### src/hdl/tuner_preset_controller_macros.svh
// assertion macros for the tuner preset controller
// used by the top level; expects clk and rst_n in scope
`ifndef TUNER_PRESET_CONTROLLER_MACROS_SVH
`define TUNER_PRESET_CONTROLLER_MACROS_SVH

`ifndef NO_ASSERTIONS

`define TPC_ASSERT_IMP(label, ante, cons) \
    label: assert property (@(posedge clk) disable iff (!rst_n) (ante) |-> (cons)) \
        else $error("tuner preset controller: same-cycle check failed");

`define TPC_ASSERT_NXT(label, ante, cons) \
    label: assert property (@(posedge clk) disable iff (!rst_n) (ante) |=> (cons)) \
        else $error("tuner preset controller: next-cycle check failed");

`else

`define TPC_ASSERT_IMP(label, ante, cons)

`define TPC_ASSERT_NXT(label, ante, cons)

`endif

`endif

### src/hdl/tpc_pkg.sv
// shared types and constants of the tuner preset controller
// no dependencies; imported by the top level, front end, queue and back end
`default_nettype none

package tpc_pkg;

    // command opcodes as they arrive on the command channel
    localparam logic [2:0] OPC_DOWN   = 3'd0;
    localparam logic [2:0] OPC_UP     = 3'd1;
    localparam logic [2:0] OPC_NEXT   = 3'd2;
    localparam logic [2:0] OPC_PREV   = 3'd3;
    localparam logic [2:0] OPC_STORE  = 3'd4;
    localparam logic [2:0] OPC_RECALL = 3'd5;
    localparam logic [2:0] OPC_MUTE   = 3'd6;
    localparam logic [2:0] OPC_STATUS = 3'd7;

    // configuration register indexes
    localparam logic [2:0] CFG_FREQ_BOTTOM   = 3'd0;
    localparam logic [2:0] CFG_FREQ_TOP      = 3'd1;
    localparam logic [2:0] CFG_STATION_COUNT = 3'd2;
    localparam logic [2:0] CFG_FIRST_MODE    = 3'd3;
    localparam logic [2:0] CFG_SECOND_MODE   = 3'd4;
    localparam logic [2:0] CFG_MUTE_BYTE     = 3'd5;
    localparam logic [2:0] CFG_READ_MODE     = 3'd6;

    // fixed frame bytes
    localparam logic [7:0] FREQ_D3 = 8'h41;
    localparam logic [7:0] CTRL_D1 = 8'h57;
    localparam logic [7:0] CTRL_D2 = 8'hA8;
    localparam logic [7:0] CTRL_D3 = 8'h28;

    localparam logic KIND_FRAME  = 1'b0;
    localparam logic KIND_STATUS = 1'b1;

    // slot field wide enough for the largest store
    localparam int SLOT_W = 6;

    typedef enum logic [2:0] {
        OP_DOWN,
        OP_UP,
        OP_STORE,
        OP_RECALL,
        OP_MUTE,
        OP_STATUS
    } op_t;

    typedef enum logic [1:0] {
        BK_HEAD,
        BK_READ,
        BK_SECOND
    } bk_state_t;

    typedef struct packed {
        logic [15:0] freq_bottom;
        logic [15:0] freq_top;
        logic [5:0]  station_count;
        logic [7:0]  first_mode;
        logic [7:0]  second_mode;
        logic [7:0]  mute_byte;
        logic [7:0]  read_mode;
    } cfg_t;

    typedef struct packed {
        op_t              op;
        logic [SLOT_W-1:0] slot;
        logic             oob;
        logic [23:0]      rx_data;
    } q_entry_t;

    typedef struct packed {
        logic        kind;
        logic [7:0]  mode_byte;
        logic [7:0]  data_one;
        logic [7:0]  data_two;
        logic [7:0]  data_three;
        logic        last;
        logic [3:0]  indicators;
        logic [23:0] if_count;
        logic [15:0] frequency;
    } rsp_t;

endpackage

`default_nettype wire

### src/hdl/tpc_if.sv
// channel interfaces of the tuner preset controller: command, response, config
// no dependencies
`default_nettype none

interface tpc_cmd_if;
    logic        valid;
    logic        ready;
    logic [2:0]  opcode;
    logic [5:0]  station;
    logic [23:0] rx_data;

    modport source (output valid, output opcode, output station, output rx_data,
                    input ready);
    modport sink (input valid, input opcode, input station, input rx_data,
                  output ready);
endinterface

interface tpc_rsp_if;
    logic        valid;
    logic        ready;
    logic        kind;
    logic [7:0]  mode_byte;
    logic [7:0]  data_one;
    logic [7:0]  data_two;
    logic [7:0]  data_three;
    logic        last;
    logic [3:0]  indicators;
    logic [23:0] if_count;
    logic [15:0] frequency;

    modport source (output valid, output kind, output mode_byte, output data_one,
                    output data_two, output data_three, output last,
                    output indicators, output if_count, output frequency,
                    input ready);
    modport sink (input valid, input kind, input mode_byte, input data_one,
                  input data_two, input data_three, input last,
                  input indicators, input if_count, input frequency,
                  output ready);
endinterface

interface tpc_cfg_if;
    logic        valid;
    logic        ready;
    logic [2:0]  index;
    logic [15:0] data;

    modport source (output valid, output index, output data, input ready);
    modport sink (input valid, input index, input data, output ready);
endinterface

`default_nettype wire

### src/hdl/tuner_preset_controller.sv
// top level of the tuner preset controller: config registers, front end, queue, back end
// depends on tpc_pkg, tpc_if, tpc_front, tpc_queue, tpc_back and the macros header
//
//   channel | modport | moves
//   --------+---------+-----------------------------------------------
//   cmd     | sink    | one command: opcode, station, rx_data
//   rsp     | source  | one frame or status report per transaction
//   cfg     | sink    | one register write: index, data (always ready)
//
// step or tune commands pass the back-end head and second-frame states, one frame
// each; next, prev and recall also pass the read state, the registered read of
// the preset ram. store, wraps without a frame, mute and status end in the head
// state; recall of slot zero is dropped in the front end.
// the front end takes a command every cycle while the two-entry queue has room.
// the output register holds a frame until taken; steps that emit one stall meanwhile.
// reset clears the preset store at once through per-slot valid bits, no sweep.
`default_nettype none
`include "tuner_preset_controller_macros.svh"

module tuner_preset_controller
    import tpc_pkg::*;
#(
    parameter int PRESET_SLOTS = 32,
    parameter int FREQ_STEP    = 10
) (
    input  wire logic clk,
    input  wire logic rst_n,
    tpc_cmd_if.sink   cmd,
    tpc_rsp_if.source rsp,
    tpc_cfg_if.sink   cfg
);

    cfg_t     cfg_reg;
    cfg_t     cfg_next;
    logic     q_push;
    q_entry_t q_entry;
    logic     q_full;
    logic     q_pop;
    q_entry_t q_head;
    logic     q_head_valid;

    assign cfg.ready = 1'b1;

    always_comb
    begin
        cfg_next = cfg_reg;
        if (cfg.valid)
        begin
            case (cfg.index)
                CFG_FREQ_BOTTOM:   cfg_next.freq_bottom   = cfg.data;
                CFG_FREQ_TOP:      cfg_next.freq_top      = cfg.data;
                CFG_STATION_COUNT: cfg_next.station_count = cfg.data[5:0];
                CFG_FIRST_MODE:    cfg_next.first_mode    = cfg.data[7:0];
                CFG_SECOND_MODE:   cfg_next.second_mode   = cfg.data[7:0];
                CFG_MUTE_BYTE:     cfg_next.mute_byte     = cfg.data[7:0];
                CFG_READ_MODE:     cfg_next.read_mode     = cfg.data[7:0];
                default:           cfg_next = cfg_reg;
            endcase
        end
    end

    always_ff @(posedge clk or negedge rst_n)
    begin
        if (!rst_n)
        begin
            cfg_reg.freq_bottom   <= 16'd8750;
            cfg_reg.freq_top      <= 16'd10800;
            cfg_reg.station_count <= 6'd30;
            cfg_reg.first_mode    <= 8'd0;
            cfg_reg.second_mode   <= 8'd0;
            cfg_reg.mute_byte     <= 8'd0;
            cfg_reg.read_mode     <= 8'd0;
        end
        else
        begin
            cfg_reg <= cfg_next;
        end
    end

    tpc_front #(
        .PRESET_SLOTS (PRESET_SLOTS)
    ) u_front (
        .clk           (clk),
        .rst_n         (rst_n),
        .cmd           (cmd),
        .station_count (cfg_reg.station_count),
        .q_full        (q_full),
        .q_push        (q_push),
        .q_entry       (q_entry)
    );

    tpc_queue u_queue (
        .clk        (clk),
        .rst_n      (rst_n),
        .push       (q_push),
        .push_data  (q_entry),
        .full       (q_full),
        .pop        (q_pop),
        .head       (q_head),
        .head_valid (q_head_valid)
    );

    tpc_back #(
        .PRESET_SLOTS (PRESET_SLOTS),
        .FREQ_STEP    (FREQ_STEP)
    ) u_back (
        .clk        (clk),
        .rst_n      (rst_n),
        .cfg        (cfg_reg),
        .head       (q_head),
        .head_valid (q_head_valid),
        .pop        (q_pop),
        .rsp        (rsp)
    );

    // the control frame comes right after a taken frequency frame
    `TPC_ASSERT_NXT(a_tune_pair, rsp.valid && rsp.ready && !rsp.last, rsp.valid && rsp.last && rsp.data_one == CTRL_D1)
    `TPC_ASSERT_IMP(a_first_tag, rsp.valid && !rsp.last, rsp.kind == KIND_FRAME && rsp.data_three == FREQ_D3)
    `TPC_ASSERT_IMP(a_frame_clean, rsp.valid && rsp.kind == KIND_FRAME, rsp.if_count == 24'd0 && rsp.indicators == 4'd0)
    `TPC_ASSERT_IMP(a_status_fields, rsp.valid && rsp.kind == KIND_STATUS, rsp.last && rsp.indicators == rsp.if_count[23:20])

endmodule

`default_nettype wire

### src/hdl/tpc_ram.sv
// generic single-write, single-read ram with registered read data
// no dependencies
`default_nettype none

module tpc_ram #(
    parameter int WIDTH = 16,
    parameter int DEPTH = 32,
    localparam int AW   = (DEPTH > 1) ? $clog2(DEPTH) : 1
) (
    input  wire logic                  clk,
    input  wire logic                  wr_en,
    input  wire logic [AW-1:0]         wr_addr,
    input  wire logic [WIDTH-1:0]      wr_data,
    input  wire logic                  rd_en,
    input  wire logic [AW-1:0]         rd_addr,
    output logic      [WIDTH-1:0]      rd_data
);

    logic [WIDTH-1:0] mem [DEPTH];
    logic [WIDTH-1:0] rd_data_reg;

    always_ff @(posedge clk)
    begin
        if (wr_en)
        begin
            mem[wr_addr] <= wr_data;
        end
        if (rd_en)
        begin
            rd_data_reg <= mem[rd_addr];
        end
    end

    assign rd_data = rd_data_reg;

endmodule

`default_nettype wire

### src/hdl/tpc_queue.sv
// two-entry command queue between front end and back end
// depends on tpc_pkg
`default_nettype none

module tpc_queue
    import tpc_pkg::*;
(
    input  wire logic     clk,
    input  wire logic     rst_n,
    input  wire logic     push,
    input  wire q_entry_t push_data,
    output logic          full,
    input  wire logic     pop,
    output q_entry_t      head,
    output logic          head_valid
);

    q_entry_t    entry_reg [2];
    logic        wr_ptr_reg;
    logic        wr_ptr_next;
    logic        rd_ptr_reg;
    logic        rd_ptr_next;
    logic [1:0]  count_reg;
    logic [1:0]  count_next;
    logic        do_push;
    logic        do_pop;

    assign full       = (count_reg == 2'd2);
    assign head_valid = (count_reg != 2'd0);
    assign head       = entry_reg[rd_ptr_reg];
    assign do_push    = push && !full;
    assign do_pop     = pop && head_valid;

    always_comb
    begin
        wr_ptr_next = do_push ? !wr_ptr_reg : wr_ptr_reg;
        rd_ptr_next = do_pop ? !rd_ptr_reg : rd_ptr_reg;
        count_next  = count_reg;
        if (do_push && !do_pop)
        begin
            count_next = count_reg + 2'd1;
        end
        else if (do_pop && !do_push)
        begin
            count_next = count_reg - 2'd1;
        end
    end

    always_ff @(posedge clk or negedge rst_n)
    begin
        if (!rst_n)
        begin
            wr_ptr_reg <= 1'b0;
            rd_ptr_reg <= 1'b0;
            count_reg  <= 2'd0;
        end
        else
        begin
            wr_ptr_reg <= wr_ptr_next;
            rd_ptr_reg <= rd_ptr_next;
            count_reg  <= count_next;
        end
    end

    always_ff @(posedge clk)
    begin
        if (do_push)
        begin
            entry_reg[wr_ptr_reg] <= push_data;
        end
    end

endmodule

`default_nettype wire

### src/hdl/tpc_front.sv
// front end: accepts commands, keeps the preset number, classifies into queue entries
// depends on tpc_pkg and tpc_cmd_if
`default_nettype none

module tpc_front
    import tpc_pkg::*;
#(
    parameter int PRESET_SLOTS = 32
) (
    input  wire logic       clk,
    input  wire logic       rst_n,
    tpc_cmd_if.sink         cmd,
    input  wire logic [5:0] station_count,
    input  wire logic       q_full,
    output logic            q_push,
    output q_entry_t        q_entry
);

    localparam int PW = $clog2(PRESET_SLOTS + 1);
    localparam int CW = (PW > 6) ? PW : 6;

    logic [PW-1:0] preset_reg;
    logic [PW-1:0] preset_next;
    logic [CW-1:0] cnt_w;
    logic [CW-1:0] slots_w;
    logic [CW-1:0] preset_w;
    logic [CW-1:0] adv_w;
    logic [CW-1:0] prv_w;
    logic [CW-1:0] slot_n;
    logic          accept;
    logic          drop;
    op_t           op;

    assign cmd.ready = !q_full;
    assign accept    = cmd.valid && cmd.ready;

    always_comb
    begin
        cnt_w    = CW'(station_count);
        preset_w = CW'(preset_reg);
        if (cnt_w == '0)
        begin
            slots_w = CW'(1);
        end
        else if (cnt_w > CW'(PRESET_SLOTS))
        begin
            slots_w = CW'(PRESET_SLOTS);
        end
        else
        begin
            slots_w = cnt_w;
        end
        adv_w = (preset_w < slots_w) ? preset_w + CW'(1) : CW'(1);
        prv_w = (preset_w > CW'(1)) ? preset_w - CW'(1) : CW'(1);
    end

    always_comb
    begin
        op          = OP_STATUS;
        slot_n      = CW'(1);
        drop        = 1'b0;
        preset_next = preset_reg;
        case (cmd.opcode)
            OPC_DOWN:
            begin
                op = OP_DOWN;
            end
            OPC_UP:
            begin
                op = OP_UP;
            end
            OPC_NEXT:
            begin
                op          = OP_RECALL;
                slot_n      = adv_w;
                preset_next = adv_w[PW-1:0];
            end
            OPC_PREV:
            begin
                op          = OP_RECALL;
                slot_n      = prv_w;
                preset_next = prv_w[PW-1:0];
            end
            OPC_STORE:
            begin
                op          = OP_STORE;
                slot_n      = adv_w;
                preset_next = adv_w[PW-1:0];
            end
            OPC_RECALL:
            begin
                op     = OP_RECALL;
                slot_n = CW'(cmd.station);
                // recall of slot zero does nothing at all
                drop   = (cmd.station == 6'd0);
            end
            OPC_MUTE:
            begin
                op = OP_MUTE;
            end
            default:
            begin
                op = OP_STATUS;
            end
        endcase
        if (!accept)
        begin
            preset_next = preset_reg;
        end
    end

    assign q_push          = accept && !drop;
    assign q_entry.op      = op;
    assign q_entry.slot    = SLOT_W'(slot_n - CW'(1));
    assign q_entry.oob     = (slot_n > CW'(PRESET_SLOTS));
    assign q_entry.rx_data = cmd.rx_data;

    always_ff @(posedge clk or negedge rst_n)
    begin
        if (!rst_n)
        begin
            preset_reg <= '0;
        end
        else
        begin
            preset_reg <= preset_next;
        end
    end

endmodule

`default_nettype wire

### src/hdl/tpc_back.sv
// back end: keeps the tuning word and preset store, builds frames and status reports
// depends on tpc_pkg, tpc_rsp_if and tpc_ram
`default_nettype none

module tpc_back
    import tpc_pkg::*;
#(
    parameter int PRESET_SLOTS = 32,
    parameter int FREQ_STEP    = 10
) (
    input  wire logic     clk,
    input  wire logic     rst_n,
    input  wire cfg_t     cfg,
    input  wire q_entry_t head,
    input  wire logic     head_valid,
    output logic          pop,
    tpc_rsp_if.source     rsp
);

    localparam int AW = (PRESET_SLOTS > 1) ? $clog2(PRESET_SLOTS) : 1;
    localparam logic [15:0] STEP = 16'(FREQ_STEP);

    bk_state_t             state_reg;
    bk_state_t             state_next;
    logic [15:0]           freq_reg;
    logic [15:0]           freq_next;
    logic [PRESET_SLOTS-1:0] vld_reg;
    logic [PRESET_SLOTS-1:0] vld_next;
    logic                  hit_reg;
    logic                  oob_reg;
    logic                  rsp_valid_reg;
    logic                  rsp_valid_next;
    rsp_t                  rsp_reg;
    rsp_t                  rsp_next;
    logic                  load;
    logic                  emit;
    logic                  ram_wr_en;
    logic                  ram_rd_en;
    logic [AW-1:0]         addr;
    logic [15:0]           ram_rd_data;
    logic [15:0]           raw_word;
    logic [15:0]           recalled;

    function automatic logic [7:0] bit_rev(input logic [7:0] v);
        logic [7:0] r;
        for (int i = 0; i < 8; i++)
        begin
            r[i] = v[7-i];
        end
        return r;
    endfunction

    function automatic rsp_t freq_frame(input cfg_t c, input logic [15:0] f);
        rsp_t r;
        r            = '0;
        r.kind       = KIND_FRAME;
        r.mode_byte  = c.first_mode;
        r.data_one   = bit_rev(f[7:0]);
        r.data_two   = bit_rev(f[15:8]);
        r.data_three = FREQ_D3;
        r.last       = 1'b0;
        r.frequency  = f;
        return r;
    endfunction

    function automatic rsp_t ctrl_frame(input cfg_t c, input logic [7:0] d1,
                                        input logic [15:0] f);
        rsp_t r;
        r            = '0;
        r.kind       = KIND_FRAME;
        r.mode_byte  = c.second_mode;
        r.data_one   = d1;
        r.data_two   = CTRL_D2;
        r.data_three = CTRL_D3;
        r.last       = 1'b1;
        r.frequency  = f;
        return r;
    endfunction

    function automatic rsp_t status_rpt(input cfg_t c, input logic [23:0] rx,
                                        input logic [15:0] f);
        rsp_t r;
        r            = '0;
        r.kind       = KIND_STATUS;
        r.mode_byte  = c.read_mode;
        r.data_one   = rx[23:16];
        r.data_two   = rx[15:8];
        r.data_three = rx[7:0];
        r.last       = 1'b1;
        r.indicators = rx[23:20];
        r.if_count   = rx;
        r.frequency  = f;
        return r;
    endfunction

    assign addr = head.slot[AW-1:0];
    assign load = !rsp_valid_reg || rsp.ready;

    tpc_ram #(
        .WIDTH (16),
        .DEPTH (PRESET_SLOTS)
    ) u_store (
        .clk     (clk),
        .wr_en   (ram_wr_en),
        .wr_addr (addr),
        .wr_data (freq_reg),
        .rd_en   (ram_rd_en),
        .rd_addr (addr),
        .rd_data (ram_rd_data)
    );

    // never-written slots and slots beyond the store read as zero; a word outside the band recalls as the bottom limit
    always_comb
    begin
        raw_word = (oob_reg || !hit_reg) ? 16'd0 : ram_rd_data;
        if (raw_word < cfg.freq_bottom || raw_word > cfg.freq_top)
        begin
            recalled = cfg.freq_bottom;
        end
        else
        begin
            recalled = raw_word;
        end
    end

    always_comb
    begin
        state_next = state_reg;
        freq_next  = freq_reg;
        vld_next   = vld_reg;
        pop        = 1'b0;
        ram_wr_en  = 1'b0;
        ram_rd_en  = 1'b0;
        emit       = 1'b0;
        rsp_next   = rsp_reg;
        case (state_reg)
            BK_HEAD:
            begin
                if (head_valid)
                begin
                    case (head.op)
                        OP_DOWN:
                        begin
                            if (freq_reg > cfg.freq_bottom)
                            begin
                                if (load)
                                begin
                                    freq_next  = freq_reg - STEP;
                                    emit       = 1'b1;
                                    rsp_next   = freq_frame(cfg, freq_next);
                                    pop        = 1'b1;
                                    state_next = BK_SECOND;
                                end
                            end
                            else
                            begin
                                // wrap to the top limit, no frame
                                freq_next = cfg.freq_top;
                                pop       = 1'b1;
                            end
                        end
                        OP_UP:
                        begin
                            if (freq_reg < cfg.freq_top)
                            begin
                                if (load)
                                begin
                                    freq_next  = freq_reg + STEP;
                                    emit       = 1'b1;
                                    rsp_next   = freq_frame(cfg, freq_next);
                                    pop        = 1'b1;
                                    state_next = BK_SECOND;
                                end
                            end
                            else
                            begin
                                freq_next = cfg.freq_bottom;
                                pop       = 1'b1;
                            end
                        end
                        OP_STORE:
                        begin
                            ram_wr_en      = 1'b1;
                            vld_next[addr] = 1'b1;
                            pop            = 1'b1;
                        end
                        OP_RECALL:
                        begin
                            ram_rd_en  = 1'b1;
                            pop        = 1'b1;
                            state_next = BK_READ;
                        end
                        OP_MUTE:
                        begin
                            if (load)
                            begin
                                emit     = 1'b1;
                                rsp_next = ctrl_frame(cfg, cfg.mute_byte, freq_reg);
                                pop      = 1'b1;
                            end
                        end
                        default:
                        begin
                            if (load)
                            begin
                                emit     = 1'b1;
                                rsp_next = status_rpt(cfg, head.rx_data, freq_reg);
                                pop      = 1'b1;
                            end
                        end
                    endcase
                end
            end
            BK_READ:
            begin
                if (load)
                begin
                    freq_next  = recalled;
                    emit       = 1'b1;
                    rsp_next   = freq_frame(cfg, recalled);
                    state_next = BK_SECOND;
                end
            end
            BK_SECOND:
            begin
                if (load)
                begin
                    emit       = 1'b1;
                    rsp_next   = ctrl_frame(cfg, CTRL_D1, freq_reg);
                    state_next = BK_HEAD;
                end
            end
            default:
            begin
                state_next = BK_HEAD;
            end
        endcase
        rsp_valid_next = emit ? 1'b1 : (rsp.ready ? 1'b0 : rsp_valid_reg);
    end

    always_ff @(posedge clk or negedge rst_n)
    begin
        if (!rst_n)
        begin
            state_reg     <= BK_HEAD;
            freq_reg      <= 16'd0;
            vld_reg       <= '0;
            rsp_valid_reg <= 1'b0;
        end
        else
        begin
            state_reg     <= state_next;
            freq_reg      <= freq_next;
            vld_reg       <= vld_next;
            rsp_valid_reg <= rsp_valid_next;
        end
    end

    always_ff @(posedge clk)
    begin
        rsp_reg <= rsp_next;
        if (ram_rd_en)
        begin
            hit_reg <= vld_reg[addr];
            oob_reg <= head.oob;
        end
    end

    assign rsp.valid      = rsp_valid_reg;
    assign rsp.kind       = rsp_reg.kind;
    assign rsp.mode_byte  = rsp_reg.mode_byte;
    assign rsp.data_one   = rsp_reg.data_one;
    assign rsp.data_two   = rsp_reg.data_two;
    assign rsp.data_three = rsp_reg.data_three;
    assign rsp.last       = rsp_reg.last;
    assign rsp.indicators = rsp_reg.indicators;
    assign rsp.if_count   = rsp_reg.if_count;
    assign rsp.frequency  = rsp_reg.frequency;

endmodule

`default_nettype wire
### src/flat_wrapper.sv
// flat-port wrapper written by rule: the top's interface ports become plain ports
module tuner_preset_controller_flat import tpc_pkg::*;
#(
    parameter int PRESET_SLOTS = 32,
    parameter int FREQ_STEP    = 10
)
  (clk, rst_n, cmd_valid, cmd_opcode, cmd_station, cmd_rx_data, cmd_ready, rsp_valid, rsp_kind, rsp_mode_byte, rsp_data_one, rsp_data_two, rsp_data_three, rsp_last, rsp_indicators, rsp_if_count, rsp_frequency, rsp_ready, cfg_valid, cfg_index, cfg_data, cfg_ready);
  tpc_cmd_if cmd_i ();
  tpc_rsp_if rsp_i ();
  tpc_cfg_if cfg_i ();
  input  wire logic clk;
  input  wire logic rst_n;
  input wire logic [$bits(cmd_i.valid)-1:0] cmd_valid;
  input wire logic [$bits(cmd_i.opcode)-1:0] cmd_opcode;
  input wire logic [$bits(cmd_i.station)-1:0] cmd_station;
  input wire logic [$bits(cmd_i.rx_data)-1:0] cmd_rx_data;
  output wire logic [$bits(cmd_i.ready)-1:0] cmd_ready;
  output wire logic [$bits(rsp_i.valid)-1:0] rsp_valid;
  output wire logic [$bits(rsp_i.kind)-1:0] rsp_kind;
  output wire logic [$bits(rsp_i.mode_byte)-1:0] rsp_mode_byte;
  output wire logic [$bits(rsp_i.data_one)-1:0] rsp_data_one;
  output wire logic [$bits(rsp_i.data_two)-1:0] rsp_data_two;
  output wire logic [$bits(rsp_i.data_three)-1:0] rsp_data_three;
  output wire logic [$bits(rsp_i.last)-1:0] rsp_last;
  output wire logic [$bits(rsp_i.indicators)-1:0] rsp_indicators;
  output wire logic [$bits(rsp_i.if_count)-1:0] rsp_if_count;
  output wire logic [$bits(rsp_i.frequency)-1:0] rsp_frequency;
  input wire logic [$bits(rsp_i.ready)-1:0] rsp_ready;
  input wire logic [$bits(cfg_i.valid)-1:0] cfg_valid;
  input wire logic [$bits(cfg_i.index)-1:0] cfg_index;
  input wire logic [$bits(cfg_i.data)-1:0] cfg_data;
  output wire logic [$bits(cfg_i.ready)-1:0] cfg_ready;
  assign cmd_i.valid = cmd_valid;
  assign cmd_i.opcode = cmd_opcode;
  assign cmd_i.station = cmd_station;
  assign cmd_i.rx_data = cmd_rx_data;
  assign cmd_ready = cmd_i.ready;
  assign rsp_valid = rsp_i.valid;
  assign rsp_kind = rsp_i.kind;
  assign rsp_mode_byte = rsp_i.mode_byte;
  assign rsp_data_one = rsp_i.data_one;
  assign rsp_data_two = rsp_i.data_two;
  assign rsp_data_three = rsp_i.data_three;
  assign rsp_last = rsp_i.last;
  assign rsp_indicators = rsp_i.indicators;
  assign rsp_if_count = rsp_i.if_count;
  assign rsp_frequency = rsp_i.frequency;
  assign rsp_i.ready = rsp_ready;
  assign cfg_i.valid = cfg_valid;
  assign cfg_i.index = cfg_index;
  assign cfg_i.data = cfg_data;
  assign cfg_ready = cfg_i.ready;
  tuner_preset_controller #(.PRESET_SLOTS(PRESET_SLOTS), .FREQ_STEP(FREQ_STEP)) u_core (.clk(clk), .rst_n(rst_n), .cmd(cmd_i), .rsp(rsp_i), .cfg(cfg_i));
endmodule
### config.mk
export PLATFORM = sky130hd
export DESIGN_NAME = tuner_preset_controller_flat
export DESIGN_NICKNAME = d
export VERILOG_FILES = /design/src/hdl/tpc_pkg.sv /design/src/hdl/tpc_if.sv /design/src/hdl/tuner_preset_controller.sv /design/src/hdl/tpc_ram.sv /design/src/hdl/tpc_queue.sv /design/src/hdl/tpc_front.sv /design/src/hdl/tpc_back.sv /design/src/flat_wrapper.sv
export VERILOG_INCLUDE_DIRS = /design/src /design/src/hdl
export SDC_FILE = /design/constraint.sdc
export NUM_CORES = 1
export LEC_CHECK = 0
export BUFFER_PORTS_ARGS = -buffer_cell sky130_fd_sc_hd__buf_2
export CORE_MARGIN = 3
export CORE_UTILIZATION = 43
export DETAILED_ROUTE_END_ITERATION = 7
export GPL_ROUTABILITY_DRIVEN = 0
export PLACE_DENSITY = 0.6
export SYNTH_ARGS = -nofsm -noshare
export SYNTH_HDL_FRONTEND = slang
export SYNTH_SLANG_ARGS = --single-unit
### constraint.sdc
create_clock -name clk -period 4.6 [get_ports clk]
set_clock_uncertainty 0.2 [all_clocks]
set_input_delay 0.92 -clock clk [delete_from_list [all_inputs] [get_ports clk]]
set_output_delay 0.92 -clock clk [all_outputs]
set_load 0.05 [all_outputs]
Word-level counts from Yosys, hierarchy flattened
Memory sizes are Yosys's and may differ from the RTL's. A register that Yosys moved wholly into a read port is not among the register bits.
Cells that the tools add are included.
{"block": "word_totals", "out_inout_bits": 81, "register_bits": 211, "ramBits": 580, "input_bits": 57, "mem_bits_ro": 0, "memories": 2, "latch_bits": 0}
{"block": "op_classes", "eq_ne": 30, "n_bitwise": 1, "shift": 0, "reduce_logical": 46, "n_lt_le_gt_ge": 10, "n_mux": 65, "addsub": 7, "div_mod_pow": 0, "mul": 0}
{"name": "u_core.u_back.u_store.mem", "depth": 32, "width": 16, "rd": 1, "rd_ports_with_merged_regs": 1, "wr": 1, "line": "tpc_ram.sv:19", "source": "logic [WIDTH-1:0] mem [DEPTH];"}
{"name": "u_core.u_queue.entry_reg", "depth": 2, "width": 34, "rd": 1, "rd_ports_with_merged_regs": 0, "wr": 1, "line": "tpc_queue.sv:18", "source": "q_entry_t entry_reg [2];"}
{"op": "$mux W78", "count": 9}
{"op": "$pmux W78 S4", "count": 1}
{"op": "$pmux W78 S3", "count": 1}
{"op": "$mux W16", "count": 8}
{"op": "$pmux W16 S2", "count": 2}
{"op": "$gt A16 B16 Y1", "count": 2}
{"op": "$lt A16 B16 Y1", "count": 2}
{"op": "$or A32 B32 Y32", "count": 1}
{"op": "$mux W6", "count": 4}
{"op": "$mux W1", "count": 23}
{"op": "$eq A3 B3 Y1 const B", "count": 7}
{"op": "$eq A3 B2 Y1 const B", "count": 6}
{"op": "$pmux W6 S3", "count": 1}
{"op": "$add A16 B4 Y16 const B", "count": 1}
{"op": "$reduce_and A2 Y1", "count": 8}
{"op": "$sub A16 B4 Y16 const B", "count": 1}
{"op": "$pmux W3 S5", "count": 1}
{"op": "$mux W2", "count": 7}
{"op": "$gt A6 B6 Y1 const B", "count": 2}
{"op": "$logic_not A6 Y1", "count": 2}
{"op": "$pmux W2 S3", "count": 2}
{"op": "$pmux W6 S2", "count": 1}
{"op": "$sub A6 B1 Y6 const B", "count": 2}
{"op": "$reduce_bool A2 Y1", "count": 5}
{"op": "32 further kinds", "count": 60}

Longest topological paths before layout
Gate-level depths: netlist (run 1).
{"block": "depth", "depth_word": 11, "mapped_depth": 15}

Modules after synthesis
From an unflattened synthesis (run 1), not the netlist that was laid out.
{"block": "unflattened", "hier_cells": 2529, "hier_area_um2": 36490.0}
{"mod": "tpc_ram", "instances": 1, "seq_area_each_um2": 15855.2, "cells_per_inst": 1143, "area_each_um2": 20694.8}
{"mod": "tpc_back", "instances": 1, "seq_area_each_um2": 3438.3, "cells_per_inst": 927, "area_each_um2": 8916.1}
{"mod": "tpc_queue", "instances": 1, "seq_area_each_um2": 2142.1, "cells_per_inst": 125, "area_each_um2": 2805.2}
{"mod": "tuner_preset_controller", "instances": 1, "seq_area_each_um2": 1770.4, "cells_per_inst": 158, "area_each_um2": 2747.6}
{"mod": "tpc_front", "instances": 1, "seq_area_each_um2": 150.1, "cells_per_inst": 176, "area_each_um2": 1326.3}

Worst setup path before layout (run 1)
Ideal clock, no wire load.
{"block": "synth_timing", "path_type": "register -> register", "from": "reg u_core.u_back.freq_reg[15]", "to": "reg u_core.u_back.rsp_reg, in the netlist u_core.u_back.rsp.data_one[0], enable pin", "required_time_ns": 3.970, "path_slack_ns": 0.149, "period_less_slack_ns": 4.451, "arrival_ns": 3.821, "path_stages_with_launch": 11, "path_cell_list": "dfrtp_1 -> ha_1 -> nand4_1 -> nor4_1 -> o21ai_0 -> a31oi_1 -> buf_2 -> o22ai_1 -> nor2_1 -> nand4_1 -> nand2_1"}
{"block": "synth_via", "elab_chain_len": 3}
{"item": "start: declaration", "line": "tpc_back.sv:25", "source": "logic [15:0] freq_reg;"}
{"item": "start signal: assignment", "line": "tpc_back.sv:253", "source": "freq_reg <= freq_next;"}
{"item": "$lt A16 B16 Y1 or $gt A16 B16 Y1 (tied branches)", "line": "tpc_back.sv:164, tpc_back.sv:144"}
{"item": "$ne A3 B3 Y1 (no line)"}
{"item": "$reduce_and A8 Y1 (no line) (*)"}
{"item": "end signal: assignment", "line": "tpc_back.sv:261", "source": "rsp_reg <= rsp_next;"}
{"item": "end: declaration", "line": "tpc_back.sv:33", "source": "rsp_t rsp_reg;"}
Mark *: on every way between the ends. The rest lies on a longest branch, timed or not.
A chain may end at the register's enable or synchronous reset.

==> results of run 1 <==
==> power groups by stage <==
| stage | clock network [uW] | registers, uW | logic, uW |
|---|---|---|---|
| CTS | 7180 | 10500 | 11100 |
| global placement | 0 | 10600 | 10800 |
| floorplan | 0 | 11800 | 5910 |
| detailed placement | 0 | 10600 | 11000 |
| global route | 7450 | 10600 | 11800 |
| finish | 7030 | 10500 | 11100 |
==> worst max-delay path, delay by kind of cell (launching register included) <==
| kind | cells | cell delay (ns) |
|---|---|---|
| multiplexers | 1 | 0.36 |
| AO/OA/AOI/OAI | 3 | 0.68 |
| flip-flops | 1 | 0.37 |
| AND/OR/NAND/NOR | 6 | 1.85 |
| adder cells (fa/ha/maj) | 1 | 0.20 |
| buffers and inverters | 1 | 0.30 |
==> layer usage <==
metal | track usage | up-vias | wire [um]
met5 | 0 | - | 0
met3 | 0.0406 | 187 | 6970
met2 | 0.371 | 924 | 46200
met1 | 0.305 | 10805 | 38000
li1 | - | 9026 | -
met4 | 0.0755 | 0 | 2850
==> how the worst max path moves through the flow <==
| stage | start | endpoint | slack [ns] |
|---|---|---|---|
| floorplan | u_core.u_back.freq_reg[15]$_DFFE_PN0P_ | u_core.u_back.rsp.data_one[0]$_DFFE_PP_ | 0.15 |
| global placement | u_core.u_back.oob_reg$_DFFE_PP_ | u_core.u_back.rsp.frequency[1]$_DFFE_PP_ | 0.57 |
| detailed placement | u_core.u_back.oob_reg$_DFFE_PP_ | u_core.u_back.rsp.data_one[6]$_DFFE_PP_ | 0.43 |
| CTS | u_core.u_back.oob_reg$_DFFE_PP_ | u_core.u_back.rsp.data_one[6]$_DFFE_PP_ | 0.42 |
| global route | u_core.u_back.oob_reg$_DFFE_PP_ | u_core.u_back.rsp.data_one[6]$_DFFE_PP_ | 0.03 |
| finish | u_core.u_back.oob_reg$_DFFE_PP_ | u_core.u_back.rsp.data_one[6]$_DFFE_PP_ | 0.33 |
==> cell usage after synthesis (all sizes together) (16+ instances only) <==
master	n	area (um^2)
a21oi	62	314
inv	58	218
clkbuf	64	240
a221oi	17	161
mux2	53	597
nor3	27	135
mux2i	53	538
dfrtp	116	2900
and2	20	125
nand2	145	544
o21ai	99	495
edfxtp	666	20000
ha	79	988
a22oi	75	563
a211oi	16	133
buf	49	274
nor2	133	499
or2	38	238
nand4	25	156
a31oi	25	156
mux4	136	3060
xnor2	29	254
nand3	19	95.1
==> cells in the final DEF, fill, tap and decap left out, drive strengths merged, types with 16 or more instances in the layout <==
| cell type | netlist | final |
|---|---|---|
| a21oi | 62 | 62 |
| o21ai | 99 | 99 |
| mux2i | 53 | 53 |
| nor3 | 27 | 27 |
| and2 | 20 | 20 |
| mux4 | 136 | 136 |
| ha | 79 | 79 |
| clkbuf | 64 | 109 |
| nand4 | 25 | 25 |
| or2 | 38 | 38 |
| a31oi | 25 | 25 |
| nand3 | 19 | 19 |
| a221oi | 17 | 17 |
| nand2 | 145 | 145 |
| mux2 | 53 | 53 |
| inv | 58 | 62 |
| clkinv | 1 | 36 |
| nor2 | 133 | 133 |
| a211oi | 16 | 16 |
| buf | 49 | 242 |
| dfrtp | 116 | 116 |
| xnor2 | 29 | 29 |
| edfxtp | 666 | 666 |
| a22oi | 75 | 75 |
==> layout make-up <==
| cell class | count | area (um^2) | share of cell area |
|---|---|---|---|
| sequential | 797 | 23300 | 0.585 |
| clock buffer | 109 | 2310 | 0.0581 |
| clock inverter | 52 | 614 | 0.0154 |
| inverter | 59 | 221 | 0.00556 |
| timing repair buffer | 242 | 1560 | 0.0391 |
| antenna | 1 | 2.50 | 0.0000629 |
| multi-input combinational | 1218 | 10500 | 0.263 |
| tap | 1050 | 1310 | 0.0330 |
==> kinds of logic (layout without fill, tap and decap cells) <==
family	after synthesis	in the layout	share of synthesized area
simple gates	462	462	0.0630
fa+ha+maj	79	79	0.0287
flops	797	797	0.676
xor+xnor	44	44	0.0112
buf+inv	172	462	0.0214
other cells	1	2	0.000109
mux	242	242	0.122
compound gates	390	390	0.0774
==> per-stage QoR <==
stage               setup slack [ns]  total power [uW]
floorplan                      0.149             17700
global placement               0.566             21400
detailed placement             0.433             21600
CTS                            0.416             28700
global route                  0.0257             29900
finish                         0.328             28600
==> out/qor.yml, run 1 <==
min_path:
  hp-class: "primary input to asynchronous set/reset pin"
logic_synthesis:
  synth_enable_flop_cells: 666
  synth_nets: 2323
  ys_warn_count: 0
  ys_ff_latch: 797
  async_reset_ff_frac: 0.164
  netlist-cell-type-count: 76
  ys.flop_type: "edfxtp_1"
  netlist_area_um2: 34400
  avgSynthCellArea_um2: 15.7
  yosysSeqAreaShare: 0.676
  netlist_instances: 2187
pwr:
  seqPwrFrac: 0.367
  p_switching_uw: 11100
  p_leak_uw: 0.0142
  ir_drop_mv: 0.343
  clock_power_share: 0.246
  switching_share: 0.387
  powerDensity_nw_per_um2: 719
  p_int_uw: 17500
  pwr-share-comb: 0.388
routing:
  drt_iter0_drc: 2306
  ant_nets: 0
  drc: 0
  via_per_inst: 5.94
  vias: 20942
  wl_um: 94000
  routedWlPerCell_um: 26.6
  first_pass_iters: 6
floorplan:
  io_pins: 138
  rows: 103
  core_area_um2: 79100
  dieWidth_um: 289
  initial_core_util: 0.435
  die_area_um2: 83500
  die_h_um: 289
worst_setup_path:
  endpoint_kind: "register"
  ff2ff_path_depth: 12
  crit_chain: "nor2b_1, and2_1, ha_1, nand4_1, nor4_1, or3_1, a21oi_1, a211oi_4, buf_4, mux2_2, nand3_1, o221ai_1"
  worstPathMaxFanout: 15
  start_kind: "register"
  path_class: "register to register"
  r2r_slack_ns: 0.33
  slowest_delay_ns: 0.69
  worstPathArrival_ns: 4.41
  cp_slowest_cell: "nor2b_1"
  timing.rr.start: "u_core.u_back.oob_reg$_DFFE_PP_"
  r2r_end: "u_core.u_back.rsp.data_one[6]$_DFFE_PP_"
  required_ns: 4.74
timing:
  rsz0062_at_grt: "false"
  slew_viol_final: 0
  worst_slew_margin_rel: 0.248
  clock.fmax_ghz: 0.234
  post-route-period-util: 0.929
  fin_crit_ns: 4.27
  fin_hold_ws_ns: 0.0932
  worstMarginPinSlew_ns: 1.11
  tns_ns: 0
  setup_viol: 0
  hold_viol: 0
clock_tree:
  cts_buffer_depth: 3
  cts_tree: "done"
  clk_latency_ns: 0.64
  ctsHoldBuffers: 0
  clk_pin_slew_ns: 0.06
  post_cts_resized: 0
  postCtsSetupBuffers: 0
  numCtsBuffers: 86
  cts_max_level: 3
  cts_num_sinks: 797
  cts_root_buffer: "clkbuf_16"
placement:
  placed_cells: 3366
  numPortBuffers: 136
  dpl_cell_area_um2: 36900
  hpwlAfterDp_um: 62100
global_routing:
  antenna_found_initial: 1
  overflow: 0
  grt_pass1_vias: 20981
  grt.total_usage: 0.226
  grt_max_degree: 76
  grt_pass1_wl_um: 139000
cells_and_area:
  fillCellCount: 6636
  layout-drive-gt1-share: 0.256
  utilization: 0.503
  area_delta_synth_final_pct: 15.6
  stdcell_area_um2: 39800
  final_cells: 3528
  nets: 2540
  largest_reg_flops: 512
flow_run:
  max_cap_violations: 0
run_status:
  outcome: "finished, final reports clean"
(Power assumes the default switching activity.)
==> run 2, diff against run 1 <==
Settings changed: CORE_ASPECT_RATIO from default to 1.1, CTS_BUF_LIST from default to sky130_fd_sc_hd__clkbuf_8.
==> run 2 against run 1 <==
Compared with the run above:
- total power decreased by 4.8%
- critical path depth did not move
- worst hold slack worse by 0.047 ns
- setup slack got worse by 0.020 ns
- wire length grew 1.5%
- largest cell class unchanged
==> out/qor.yml, run 2 (synthesized netlist as in run 1, its figures left out) <==
global_routing:
  grt_pass1_wl_um: 140000
  grt.busiest_layer: "met2"
  grt.total_usage: 0.230
  antenna_found_initial: 3
  met3_usage: 0.0424
  grt_use_met1: 0.293
  grt_pass1_vias: 21292
  use_met2: 0.380
  grt_max_degree: 88
  overflow: 0
timing:
  rsz0062_at_grt: "false"
  worstMarginPinSlew_ns: 1.25
  post-route-period-util: 0.933
  fin_crit_ns: 4.29
  worst_slack_ns: 0.308
  setup_viol: 0
  tns_ns: 0
  worst_slew_margin_rel: 0.158
  hold_viol: 0
  clock.fmax_ghz: 0.233
  slew_viol_final: 0
clock_tree:
  cts_num_sinks: 797
  clk_pin_slew_ns: 0.06
  cts_max_level: 3
  cts_tree: "done"
  cts_root_buffer: "clkbuf_8"
  ctsHoldBuffers: 0
  post_cts_resized: 0
  numCtsBuffers: 121
  postCtsSetupBuffers: 0
  cts_buffer_depth: 3
  clk_latency_ns: 0.78
floorplan:
  dieWidth_um: 276
  rows: 108
  die_h_um: 303
  io_pins: 138
  die_area_um2: 83500
  core_area_um2: 79200
  initial_core_util: 0.435
routing:
  wl_um: 95400
  first_pass_iters: 6
  ant_nets: 0
  drc: 0
  drt_iter0_drc: 1924
  via_per_inst: 5.86
  vias: 21086
  routedWlPerCell_um: 26.5
min_path:
  hp-class: "primary input to asynchronous set/reset pin"
cells_and_area:
  most-common-layout-cells: "666 x edfxtp_1, 144 x nand2_1, 136 x mux4_2"
  stdcell_area_um2: 39300
  area_delta_synth_final_pct: 14.1
  fillCellCount: 6765
  layout-drive-gt1-share: 0.268
  nets: 2581
  final_common_cell: "edfxtp_1"
  largest_reg_flops: 512
worst_setup_path:
  endpoint_kind: "register"
  worstPathArrival_ns: 4.55
  start_kind: "register"
  path_class: "register to register"
  worstPathMaxFanout: 15
  required_ns: 4.86
pwr:
  clock_power_share: 0.207
  switching_share: 0.402
  p_leak_uw: 0.0141
  ir_drop_mv: 0.616
  powerDensity_nw_per_um2: 693
  seqPwrFrac: 0.382
  p_int_uw: 16300
  pwr-share-comb: 0.411
  p_switching_uw: 10900
flow_run:
  max_cap_violations: 0
placement:
  dpl_cell_area_um2: 36900
  numPortBuffers: 136
  place_ws_ns: 0.434
  hpwlAfterDp_um: 63900
run_status:
  outcome: "finished, final reports clean"
## run 2: cell types whose count changed in the layout (fill, tap and decap cells not counted), moves of 3 or more
| cell | previous run | this run |
|---|---|---|
| clkbuf_8 | 3 | 133 |
| clkbuf_16 | 88 | 0 |
| inv_1 | 58 | 90 |
| clkbuf_1 | 18 | 0 |
| clkinv_1 | 17 | 30 |
| clkinv_2 | 13 | 21 |
| bufinv_16 | 10 | 3 |
| buf_4 | 100 | 105 |
| inv_6 | 4 | 0 |
| clkinv_16 | 3 | 0 |
## run 2: power by group through the flow
stage / Clock (uW) / Combinational (uW) / Sequential, uW
3_5_place_dp: 0 / 11200 / 10500
4_1_cts: 5780 / 11200 / 10400
3_3_place_gp: 0 / 11000 / 10500
6_report: 5640 / 11200 / 10400
2_1_floorplan: 0 / 5910 / 11800
5_1_grt: 6120 / 11900 / 10500
## run 2: final cells by class
| class | count | area, um^2 | area share |
|---|---|---|---|
| inverters | 59 | 221 | 0.00563 |
| multi-input cells | 1218 | 10500 | 0.267 |
| well taps | 1045 | 1310 | 0.0333 |
| clock inverters | 94 | 531 | 0.0135 |
| clock buffers | 133 | 1830 | 0.0466 |
| flip-flops and latches | 797 | 23300 | 0.593 |
| repair buffers | 248 | 1620 | 0.0411 |
| diodes | 3 | 7.51 | 0.000191 |
## run 2: worst paths after layout
kind	start	to	slack (ns)	cells after the start
setup reg to reg	u_core.u_back.oob_reg$_DFFE_PP_	u_core.u_back.rsp.data_one[6]$_DFFE_PP_	0.31	12
max in group asynchronous	rst_n	u_core.cfg_reg[51]$_DFFE_PN1P_	3.25	2
min in group clk	cmd_rx_data[7]	u_core.u_queue.entry_reg[0][7]$_DFFE_PP_	0.16	1
hold reg to reg	u_core.u_back.vld_reg[17]$_DFFE_PN0P_	u_core.u_back.vld_reg[17]$_DFFE_PN0P_	0.26	1
hold / removal	rst_n	u_core.cfg_reg[26]$_DFFE_PN0P_	0.05	1
setup / recovery	u_core.u_back.oob_reg$_DFFE_PP_	u_core.u_back.rsp.data_one[6]$_DFFE_PP_	0.31	12
## run 2: routing by layer
metal | wire (um) | part of all wire
met5 | 0 | 0
met4 | 4730 | 0.050
met3 | 6360 | 0.067
met2 | 47300 | 0.50
met1 | 37100 | 0.39
## run 2: stage by stage
stage | util | std cells | power (uW) | hold WS [ns]
floorplan | - | 2187 | 17700 | 0.234
global placement | 0.466 | 3367 | 21500 | 0.246
detailed placement | 0.466 | 3367 | 21700 | 0.250
CTS | 0.496 | 3594 | 27400 | 0.0134
global route | 0.496 | 3596 | 28500 | 0.0594
finish | 0.496 | 3597 | 27200 | 0.0465
## run 2: critical path: stages (launching register included)
cell and delay (ns):
edfxtp_1 0.37, nor2b_1 0.79, and2_1 0.31, ha_1 0.18
nand4_1 0.16, nor4_1 0.39, or3_1 0.17, a21oi_1 0.07
a211oi_4 0.43, buf_4 0.32, mux2_2 0.38, nand3_1 0.11
o221ai_1 0.14
